### src/hw/rtl/spa_pkg.sv
package spa_pkg;

  localparam int unsigned TagBits     = 16;
  localparam int unsigned PayloadBits = 32;
  localparam int unsigned SevBits     = 2;
  localparam int unsigned CountBits   = 4;
  localparam int unsigned DefEntries  = 8;

  // Severity codes as they arrive on the input.
  localparam logic [SevBits-1:0] SEV_WARN = 2'd1;
  localparam logic [SevBits-1:0] SEV_CRIT = 2'd2;

  typedef enum logic [1:0] {
    KIND_RAISE   = 2'd0,
    KIND_CLR_ID  = 2'd1,
    KIND_CLR_SRC = 2'd2
  } kind_e;

  typedef enum logic [1:0] {
    RANK_INFO = 2'd1,
    RANK_WARN = 2'd2,
    RANK_CRIT = 2'd3
  } rank_e;

  typedef struct packed {
    logic [1:0]             kind;
    logic [TagBits-1:0]     source_tag;
    logic [TagBits-1:0]     entry_id;
    logic [SevBits-1:0]     severity;
    logic [PayloadBits-1:0] payload;
  } in_item_t;

  typedef struct packed {
    logic                   shown_valid;
    logic [TagBits-1:0]     shown_source;
    logic [TagBits-1:0]     shown_id;
    logic [SevBits-1:0]     shown_severity;
    logic [PayloadBits-1:0] shown_payload;
    logic [CountBits-1:0]   pending_count;
    logic                   dropped;
  } out_item_t;

  // Contents of one table slot.
  typedef struct packed {
    logic [TagBits-1:0]     source;
    logic [TagBits-1:0]     id;
    logic [SevBits-1:0]     sev;
    logic [PayloadBits-1:0] payload;
  } slot_t;

  // Per-slot status seen by the rank reduction in the top level.
  typedef struct packed {
    logic valid;
    logic crit;
    logic warn;
  } cell_stat_t;

  // Broadcast from the top level to every cell during selection.
  typedef struct packed {
    rank_e              top_rank;
    logic               cur_valid;
    logic [TagBits-1:0] cur_id;
  } pick_ctl_t;

  function automatic rank_e rank_of(input logic [SevBits-1:0] sev);
    rank_e r;
    unique case (sev)
      SEV_CRIT: r = RANK_CRIT;
      SEV_WARN: r = RANK_WARN;
      default:  r = RANK_INFO;
    endcase
    return r;
  endfunction

endpackage

### src/hw/rtl/spa_cell.sv
module spa_cell (
  input  logic                clk_i,
  input  logic                rst_ni,
  // Table update
  input  logic                upd_en_i,
  input  spa_pkg::in_item_t   item_i,
  input  logic                any_hit_i,
  input  logic                prev_valid_i,
  input  logic                next_valid_i,
  input  spa_pkg::slot_t      next_slot_i,
  input  logic                hit_l_i,
  output logic                hit_l_o,
  // Selection
  input  spa_pkg::pick_ctl_t  pick_i,
  input  logic                top_l_i,
  output logic                top_l_o,
  input  logic                tm_r_i,
  output logic                tm_r_o,
  input  logic                any_tm_i,
  output logic                sel_o,
  // State
  output logic                valid_o,
  output spa_pkg::slot_t      slot_o,
  output spa_pkg::cell_stat_t stat_o
);
  import spa_pkg::*;

  logic  valid_q, valid_d;
  slot_t slot_q, slot_d;
  logic  key_match, first_hit;
  rank_e rank;
  logic  top, tm;

  // A clear by id compares the id tag; everything else compares the source tag.
  always_comb begin
    if (item_i.kind == KIND_CLR_ID) begin
      key_match = valid_q && (slot_q.id == item_i.entry_id);
    end else begin
      key_match = valid_q && (slot_q.source == item_i.source_tag);
    end
  end

  assign first_hit = key_match && !hit_l_i;
  assign hit_l_o   = hit_l_i || key_match;

  always_comb begin
    valid_d = valid_q;
    slot_d  = slot_q;
    if (upd_en_i) begin
      case (item_i.kind) inside
        KIND_RAISE: begin
          if (first_hit || (!valid_q && prev_valid_i && !any_hit_i)) begin
            valid_d = 1'b1;
            slot_d  = '{source:  item_i.source_tag,
                        id:      item_i.entry_id,
                        sev:     item_i.severity,
                        payload: item_i.payload};
          end
        end
        KIND_CLR_ID, KIND_CLR_SRC: begin
          // From the removed slot onward every slot takes its right neighbor.
          if (hit_l_o) begin
            valid_d = next_valid_i;
            slot_d  = next_slot_i;
          end
        end
        default: begin
        end
      endcase
    end
  end

  always_ff @(posedge clk_i or negedge rst_ni) begin
    if (!rst_ni) begin
      valid_q <= 1'b0;
    end else begin
      valid_q <= valid_d;
    end
  end

  always_ff @(posedge clk_i) begin
    slot_q <= slot_d;
  end

  // Selection: first slot of top rank, unless a top-rank slot carries the id
  // shown now, in which case the last such slot wins.
  assign rank    = rank_of(slot_q.sev);
  assign top     = valid_q && (rank == pick_i.top_rank);
  assign tm      = top && pick_i.cur_valid && (slot_q.id == pick_i.cur_id);
  assign top_l_o = top_l_i || top;
  assign tm_r_o  = tm_r_i || tm;
  assign sel_o   = any_tm_i ? (tm && !tm_r_i) : (top && !top_l_i);

  assign valid_o = valid_q;
  assign slot_o  = slot_q;
  assign stat_o  = '{valid: valid_q,
                     crit:  valid_q && (rank == RANK_CRIT),
                     warn:  valid_q && (rank == RANK_WARN)};

endmodule

### src/hw/rtl/severity_prompt_arbiter_core.sv
// Channel   Direction  Handshake                Payload
// in        sink       in_valid_i / in_ready_o   in_item_i  (spa_pkg::in_item_t)
// out       source     out_valid_o / out_ready_i out_item_o (spa_pkg::out_item_t)
//
// The accepting edge of an item updates the row of slot cells, and the following edge
// latches the selected alert into the result register. The next transfer on the input is
// taken at the earliest in the cycle in which the result is taken, so no new item is taken
// while the last one is still in the table update or selection. Reset clears the slot
// valid bits and the shown alert to zero; slot contents are not reset.
// While a result waits with out_ready_i low, the result holds and in_ready_o stays low.
module severity_prompt_arbiter_core #(
  parameter int unsigned ENTRIES = spa_pkg::DefEntries
) (
  input  logic               clk_i,
  input  logic               rst_ni,
  input  logic               in_valid_i,
  output logic               in_ready_o,
  input  spa_pkg::in_item_t  in_item_i,
  output logic               out_valid_o,
  input  logic               out_ready_i,
  output spa_pkg::out_item_t out_item_o
);
  import spa_pkg::*;

  localparam int unsigned CntW = $clog2(ENTRIES + 1);

  typedef enum logic [1:0] {
    ST_IDLE = 2'b01,
    ST_PICK = 2'b10
  } state_e;

  state_e    state_q, state_d;
  logic      out_valid_q, out_valid_d;
  out_item_t out_q, out_d;
  logic      drop_q, drop_d;
  logic      accept;

  // Neighbor chains through the row of cells. The hit and top chains run from
  // slot 0 upward, the id-match chain runs from the last slot downward.
  logic [ENTRIES:0]   hit_c;
  logic [ENTRIES:0]   top_c;
  logic [ENTRIES:0]   tm_c;
  logic [ENTRIES-1:0] valid_v;
  logic [ENTRIES-1:0] sel_v;
  logic [ENTRIES-1:0] crit_v;
  logic [ENTRIES-1:0] warn_v;
  slot_t              slot_v [ENTRIES];
  cell_stat_t         stat_v [ENTRIES];
  pick_ctl_t          pick;
  slot_t              shown;
  logic [CntW-1:0]    count;
  logic [CntW+3:0]    count_ext;

  assign hit_c[0]       = 1'b0;
  assign top_c[0]       = 1'b0;
  assign tm_c[ENTRIES]  = 1'b0;

  assign accept     = in_valid_i && in_ready_o;
  assign in_ready_o = (state_q == ST_IDLE) && (!out_valid_q || out_ready_i);

  for (genvar g = 0; g < ENTRIES; g++) begin : g_cell
    logic  prev_valid;
    logic  next_valid;
    slot_t next_slot;

    if (g == 0) begin : g_first
      assign prev_valid = 1'b1;
    end else begin : g_mid
      assign prev_valid = valid_v[g-1];
    end

    if (g == ENTRIES - 1) begin : g_last
      assign next_valid = 1'b0;
      assign next_slot  = '0;
    end else begin : g_inner
      assign next_valid = valid_v[g+1];
      assign next_slot  = slot_v[g+1];
    end

    spa_cell u_cell (
      .clk_i        (clk_i),
      .rst_ni       (rst_ni),
      .upd_en_i     (accept),
      .item_i       (in_item_i),
      .any_hit_i    (hit_c[ENTRIES]),
      .prev_valid_i (prev_valid),
      .next_valid_i (next_valid),
      .next_slot_i  (next_slot),
      .hit_l_i      (hit_c[g]),
      .hit_l_o      (hit_c[g+1]),
      .pick_i       (pick),
      .top_l_i      (top_c[g]),
      .top_l_o      (top_c[g+1]),
      .tm_r_i       (tm_c[g+1]),
      .tm_r_o       (tm_c[g]),
      .any_tm_i     (tm_c[0]),
      .sel_o        (sel_v[g]),
      .valid_o      (valid_v[g]),
      .slot_o       (slot_v[g]),
      .stat_o       (stat_v[g])
    );

    assign crit_v[g] = stat_v[g].crit;
    assign warn_v[g] = stat_v[g].warn;
  end

  // The highest rank present decides which slots compete. The shown id and
  // valid come from the result register, which still holds the last result.
  always_comb begin
    pick.cur_valid = out_q.shown_valid;
    pick.cur_id    = out_q.shown_id;
    if (|crit_v) begin
      pick.top_rank = RANK_CRIT;
    end else if (|warn_v) begin
      pick.top_rank = RANK_WARN;
    end else begin
      pick.top_rank = RANK_INFO;
    end
  end

  // At most one select is high, so an AND-OR mux picks the slot. With an
  // empty table nothing is selected and the shown fields become zero.
  always_comb begin
    shown = '0;
    for (int i = 0; i < ENTRIES; i++) begin
      shown = shown | (sel_v[i] ? slot_v[i] : '0);
    end
  end

  // The table stays packed, so the count of valid slots is the pending count.
  assign count     = CntW'($countones(valid_v));
  assign count_ext = {4'b0000, count};

  // A raise is dropped when no slot has its source and the last slot is full.
  assign drop_d = accept ? ((in_item_i.kind == KIND_RAISE) && !hit_c[ENTRIES]
                            && valid_v[ENTRIES-1])
                         : drop_q;

  always_comb begin
    state_d     = state_q;
    out_valid_d = out_valid_q;
    out_d       = out_q;
    if (out_valid_q && out_ready_i) begin
      out_valid_d = 1'b0;
    end
    unique case (state_q)
      ST_IDLE: begin
        if (accept) begin
          state_d = ST_PICK;
        end
      end
      ST_PICK: begin
        state_d     = ST_IDLE;
        out_valid_d = 1'b1;
        out_d       = '{shown_valid:    valid_v[0],
                        shown_source:   shown.source,
                        shown_id:       shown.id,
                        shown_severity: shown.sev,
                        shown_payload:  shown.payload,
                        pending_count:  count_ext[3:0],
                        dropped:        drop_q};
      end
      default: begin
        state_d = ST_IDLE;
      end
    endcase
  end

  always_ff @(posedge clk_i or negedge rst_ni) begin
    if (!rst_ni) begin
      state_q     <= ST_IDLE;
      out_valid_q <= 1'b0;
      out_q       <= '0;
      drop_q      <= 1'b0;
    end else begin
      state_q     <= state_d;
      out_valid_q <= out_valid_d;
      out_q       <= out_d;
      drop_q      <= drop_d;
    end
  end

  assign out_valid_o = out_valid_q;
  assign out_item_o  = out_q;

endmodule

### config.mk
export PLATFORM = sky130hd
export DESIGN_NAME = severity_prompt_arbiter_core
export DESIGN_NICKNAME = d
export VERILOG_FILES = /design/src/hw/rtl/spa_pkg.sv /design/src/hw/rtl/spa_cell.sv /design/src/hw/rtl/severity_prompt_arbiter_core.sv
export SDC_FILE = /design/constraint.sdc
export NUM_CORES = 1
export LEC_CHECK = 0
export ABC_CLOCK_PERIOD_IN_PS = 5900
export BUFFER_PORTS_ARGS = -buffer_cell sky130_fd_sc_hd__buf_2
export CAP_MARGIN = 5
export CELL_PAD_IN_SITES_DETAIL_PLACEMENT = 1
export CELL_PAD_IN_SITES_GLOBAL_PLACEMENT = 2
export CORE_ASPECT_RATIO = 1.25
export CORE_UTILIZATION = 44
export DETAILED_ROUTE_END_ITERATION = 10
export PLACE_DENSITY = 0.91
export SYNTH_ARGS = -nofsm -noshare
export SYNTH_HDL_FRONTEND = slang
export SYNTH_HIERARCHICAL = 1
export SYNTH_SLANG_ARGS = --single-unit
### constraint.sdc
create_clock -name clk_i -period 5.9 [get_ports clk_i]
set_clock_uncertainty 0.1 [all_clocks]
set_input_delay 0.295 -clock clk_i [delete_from_list [all_inputs] [get_ports clk_i]]
set_output_delay 0.295 -clock clk_i [all_outputs]
set_load 0.01 [all_outputs]
# Word-level counts from Yosys, hierarchy flattened
# Index checks and enable logic that the tools add are counted.
[totals]
out_inout_bits = 74
register_bits = 612
input_bits = 72
[op_classes]
add_sub_neg = 7
bitwise = 7
n_mux = 102
reduce_logical = 179
n_eq_ne = 77
[ops]
columns = ["operator", "n"]
rows = [
  ["66-bit two-way mux", 40],
  ["66-bit bitwise OR", 7],
  ["16-bit equality test", 24],
  ["1-bit logical AND", 97],
  ["2-bit equality test, second input constant", 26],
  ["1-bit two-way mux", 50],
  ["2-bit one-hot mux with 2 select lines", 8],
  ["4-bit AND reduction", 8],
  ["1-bit logical NOT", 31],
  ["1-bit logical OR", 29],
  ["2-bit by 1-bit equality test with 1-bit output, second input constant", 10],
  ["2-bit nonzero test", 10],
  ["2-bit equality test", 8],
  ["2-bit by 1-bit inequality test with 1-bit output, second input constant", 8],
  ["8-bit OR reduction", 2],
  ["1-bit by 1-bit adder with 2-bit output", 4],
  ["2-bit two-way mux", 4],
  ["2-bit by 2-bit adder with 3-bit output", 2],
  ["3-bit by 3-bit adder with 4-bit output", 1],
  ["2-bit logical NOT", 1],
  ["2-bit inequality test, second input constant", 1],
  ["2-bit OR reduction", 1],
]

# Logic depth before layout (Yosys ltp)
[logic_depth]
word_depth = 28
ltp_mapped = 25
mapped_depth_nobuf = 23

# By module
# The synthesis kept the hierarchy.
[modules_own_cells]
columns = ["module", "n_inst", "area_per_inst_um2", "cells_each", "seq_area_each_um2"]
rows = [
  ["spa_cell", 8, 3534.6, 241, 2006.9],
  ["severity_prompt_arbiter_core", 1, 5859.4, 609, 1903.1],
]

# Worst setup path after synthesis
# No wires, ideal clock.
[synth_path]
path_type = "reg2reg"
start = "reg g_cell[0].u_cell.slot_q (netlist bit g_cell[0].u_cell/slot_o[36])"
end = "reg g_cell[2].u_cell.slot_q (netlist bit g_cell[2].u_cell/slot_o[0]) (enable)"
path_stages_with_launch = 17
t_required_ps = 5371
n_path_buf = 0
t_arrival_ps = 4245
slack_ps = 1126
synth_period_minus_slack_ps = 4774
path_cell_list = "edfxtp_1 > xnor2_1 > nand4_1 > nor3_1 > nand4_1 > nand2_1 > a21o_1 > a21o_1 > a21o_1 > a21o_1 > a21o_1 > a21o_1 > a21o_1 > a21o_1 > nand4bb_1 > o21ai_0 > o21a_1"
[synth_between]
elab_chain_cells = 15
[synth_rtl]
columns = ["element", "line", "text"]
rows = [
  ["start: declaration", "spa_cell.sv:29", "slot_t slot_q, slot_d;"],
  ["start signal: assignment", "spa_cell.sv:82", "slot_q <= slot_d;"],
  ["16-bit equality test", "spa_cell.sv:37", "key_match = valid_q && (slot_q.id == item_i.entry_id);"],
  ["1-bit logical AND", "spa_cell.sv:37", ""],
  ["1-bit two-way mux", "spa_cell.sv:36", "if (item_i.kind == KIND_CLR_ID) begin"],
  ["net hit_c[1]", "severity_prompt_arbiter_core.sv:40", "logic [ENTRIES:0] hit_c;"],
  ["1-bit logical OR", "spa_cell.sv:44", "assign hit_l_o = hit_l_i || key_match;"],
  ["net hit_c[2]", "severity_prompt_arbiter_core.sv:40", ""],
  ["1-bit logical OR", "spa_cell.sv:44", ""],
  ["net hit_c[3]", "severity_prompt_arbiter_core.sv:40", ""],
  ["(+1 left out)", "-", ""],
  ["net hit_c[4]", "severity_prompt_arbiter_core.sv:40", ""],
  ["(+1 left out)", "-", ""],
  ["net hit_c[5]", "severity_prompt_arbiter_core.sv:40", ""],
  ["(+1 left out)", "-", ""],
  ["net hit_c[6]", "severity_prompt_arbiter_core.sv:40", ""],
  ["(+1 left out)", "-", ""],
  ["net hit_c[7]", "severity_prompt_arbiter_core.sv:40", ""],
  ["1-bit logical OR", "spa_cell.sv:44", ""],
  ["net hit_c[8]", "severity_prompt_arbiter_core.sv:40", ""],
  ["1-bit logical NOT", "spa_cell.sv:52", "if (first_hit || (!valid_q && prev_valid_i && !any_hit_i)) begin"],
  ["1-bit logical AND", "spa_cell.sv:52", ""],
  ["1-bit logical OR", "spa_cell.sv:52", ""],
  ["2-bit by 1-bit inequality test with 1-bit output (no line)", "-", ""],
  ["4-bit AND reduction (no line)", "-", ""],
  ["end signal: assignment", "spa_cell.sv:82", ""],
  ["end: declaration", "spa_cell.sv:29", ""],
]
# The timed path passes the listed nets, and every way through them passes these cells.
# A chain may end at the register's enable or synchronous reset.

==> summary.txt <==
Run status
  • Status: finished clean

Worst setup path
  • First element of the critical path: g_cell[1].u_cell/slot_o[32]$_DFFE_PP_
  • Critical path's most frequent cell: nand2b_1
  • Critical R2R Capture: out_item_o[10]$_DFFE_PN0P_
  • CP cell instances: inv_1 -> ha_1 -> and2_1 -> or4_1 -> nor2_1 -> nand3_2 -> xor2_1 -> nand3_1 -> nor4_1 -> nand4_1 -> nand2b_1 -> nand2b_1 -> nand2b_1 -> nand2b_1 -> nand2b_1 -> nand2b_1 -> nand2b_1 -> nand2b_2 -> nor3_1 -> a21o_4 -> buf_12 -> a22oi_1 -> a41oi_1 -> a21o_1
  • Crit Path Category: reg2reg
  • Worst endpoint data arrival time: around 6.1 ns
  • R2R Path Start: g_cell[1].u_cell/slot_o[32]$_DFFE_PP_
  • Slowest-stage cell, CP: or4_1
  • Worst EP required: between 6 and 7 ns
  • Crit-path max FO: 29
  • Setup crit start kind: register
  • Worst reg2reg setup slack: 0.32 ns
  • CP Capture Point: out_item_o[10]$_DFFE_PN0P_
  • Critical path capture point type: register
  • Slowest stage delay, CP: a little over 0.5 ns
  • R2R depth: 24

Job
  • Max-cap viol count: 0

Clock network
  • Sink Count: between 600 and 700
  • Clock-pin slew on the worst setup and hold paths: about 0.060 ns
  • Clock insertion delay at the later pin of the skew report: roughly 0.66 ns
  • CTS tree: built
  • Deepest clock path buffer count: 3
  • CTS buffer count: slightly above 60
  • Root Buffer: clkbuf_16
  • # H-tree levels: 2

Finish
  • Layout cells sized above 1: between 30% and 40%
  • Design area: 0.03886 mm2
  • Register Area: ~0.018 mm2
  • Multi-input logic area: approximately 0.016 mm2
  • Area grow syn2layout: 14.07%
  • Fill count: ~7600
  • Final-stage net count: around 2900

Global routing
  • GRT overflow: 0
  • Antenna violations before repair: 11
  • Vias in the first global route: 26480
  • Total GRT Usage: between 30 and 40%
  • Largest net degree at the start of global routing: 80
  • First-pass GRT wire length: around 180 mm

Drt
  • Routed WL: ~120 mm
  • DR vias/cell: around 6.4
  • Drt initial violations: 2311
  • First-pass detailed-route iteration total: 7
  • Post-route ant nets: 0
  • DR WL/cell: 32.11 um
  • Drt drc: 0
  • Via Count: 24390

Power
  • Cell internal pwr: roughly 8.6 mW
  • Total chip power: approximately 13 mW
  • Clock share of power: a little under a third
  • Comb power frac: a little under a quarter
  • Sequential Power Share: 45.2%
  • Switching power: 3.972 mW
  • Pwr Density: 323.1 mW/mm2
  • Worst VDD drop: 0.0002461 V
  • P_leak: roughly 14 nW
  • Net Sw Frac: a little under a third

STA
  • Min Hold Slack: ~0.14 ns
  • Slew HR: roughly 15%
  • Max frequency: about 180 MHz
  • Final hold violation count: 0
  • Setup Viol. Count Final: 0
  • Unrepaired setup endpoints after global routing: false
  • Worst-margin pin slew: roughly 1.3 ns
  • Slew Limit Fails: 0
  • Final Critical Period: 5.585 ns
  • Tcrit/Tclk final: 94.66%
  • TNS Setup: 0 ns

Synthesis
  • Avg Cell Area, Syn: around 13 um2
  • Yosys Warn Count: 6
  • Post-Synthesis Cells: approximately 2500
  • Mapped Area: roughly 0.034 mm2

Die
  • Starting Density: around 45%
  • Die area: around 0.079 mm2
  • Core Footprint: 0.07635 mm2
  • Die width: around 250 um
  • Die Y-Extent: roughly 310 um
  • Count of boundary I/O pins: around 150
  • Row cnt: ~110

Placement
  • Port buffer count: between 100 and 150
  • Post-detailed-placement half-perimeter wirelength: 76.32 mm
  • Dpl cell area: between 0.03 and 0.04 mm2
  • GP Congestion: 0.9695

Min path
  • Worst min-delay path category: in2reg
## power groups by stage
stage	combinational, mW	clock [mW]	sequential (mW)
6_report	2.89	3.99	5.67
5_1_grt	3.06	4.18	5.70
4_1_cts	2.88	4.05	5.66
3_5_place_dp	2.84	0	5.74
3_3_place_gp	2.73	0	5.73
2_1_floorplan	1.63	0	5.65
## through the flow
step	utilization (%)	instances	setup slack, ns
3_5_place_dp	47.77	3629	0.1660
6_report	50.90	3784	0.3151
5_1_grt	50.90	3782	0.02674
2_1_floorplan	-	2602	1.127
4_1_cts	50.87	3780	0.1364
3_3_place_gp	47.77	3629	0.2929
## worst min path at each step
| stage | from | endpoint | slack, ns | cells past startpoint |
|---|---|---|---|---|
| 2_1_floorplan | rst_ni | drop_q$_DFFE_PN0P_ | -0.10 | 0 |
| 5_1_grt | in_item_i[51] | g_cell[1].u_cell/slot_o[51]$_DFFE_PP_ | 0.13 | 3 |
| 3_5_place_dp | rst_ni | out_item_o[25]$_DFFE_PN0P_ | 0.31 | 1 |
| 6_report | in_item_i[51] | g_cell[1].u_cell/slot_o[51]$_DFFE_PP_ | 0.14 | 3 |
| 3_3_place_gp | rst_ni | out_item_o[25]$_DFFE_PN0P_ | 0.31 | 1 |
| 4_1_cts | in_item_i[65] | g_cell[7].u_cell/slot_o[65]$_DFFE_PP_ | 0.1 | 2 |
## cells in the final DEF (no fill, tap or decap), types with 26 or more instances in the layout
master,count
buf_2,144
xnor2_1,224
edfxtp_1,528
ha_1,27
a41oi_1,66
buf_12,26
nand2_1,30
mux2_2,529
nand3_1,32
inv_1,44
dfrtp_1,83
dlygate4sd3_1,37
xor2_1,177
clkbuf_16,62
nor4_1,42
a22oi_1,264
buf_4,33
a21o_1,83
nand4_1,56
conb_1,76
## sequential cells by signal (all words and copies together) (netlist names)
signal and count:
g_cell.u_cell/slot_o 528, g_cell.u_cell/valid_o 8, state_q 2, out_valid_o 1
out_item_o 72, drop_q 1
## worst max-delay path: cells and delay by family, from the launching register on
family,cells,cell delay (ns)
simple gates,16,3.10
fa+ha+maj,1,0.20
compound gates,4,1.04
flops,1,0.41
buf+inv,2,0.40
xor+xnor,1,0.23
## layout make-up
cell class,instances,share of cell area (%)
well taps,977,3.145
clock buffers,78,4.301
repair buffers,240,4.784
inverters,44,0.4250
diodes,4,0.02575
flip-flops and latches,612,46.21
clock inverters,36,0.8370
multi-input cells,1793,40.27
## per-layer routing
layer / share of wire [%] / global-route usage, %
met3: 6.6 / 4.293
met5: 0.071 / 0
met4: 4.6 / 14.22
met1: 38 / 37.46
met2: 50 / 53.60
## repair_timing
item / in CTS / in global routing
hold endpoints to repair: 314 / 0
buffers inserted: 0 / 0
setup endpoints to repair: 0 / 66
hold buffers: 37 / 0
gates resized for setup: 0 / 4
(Power assumes the default switching activity.)
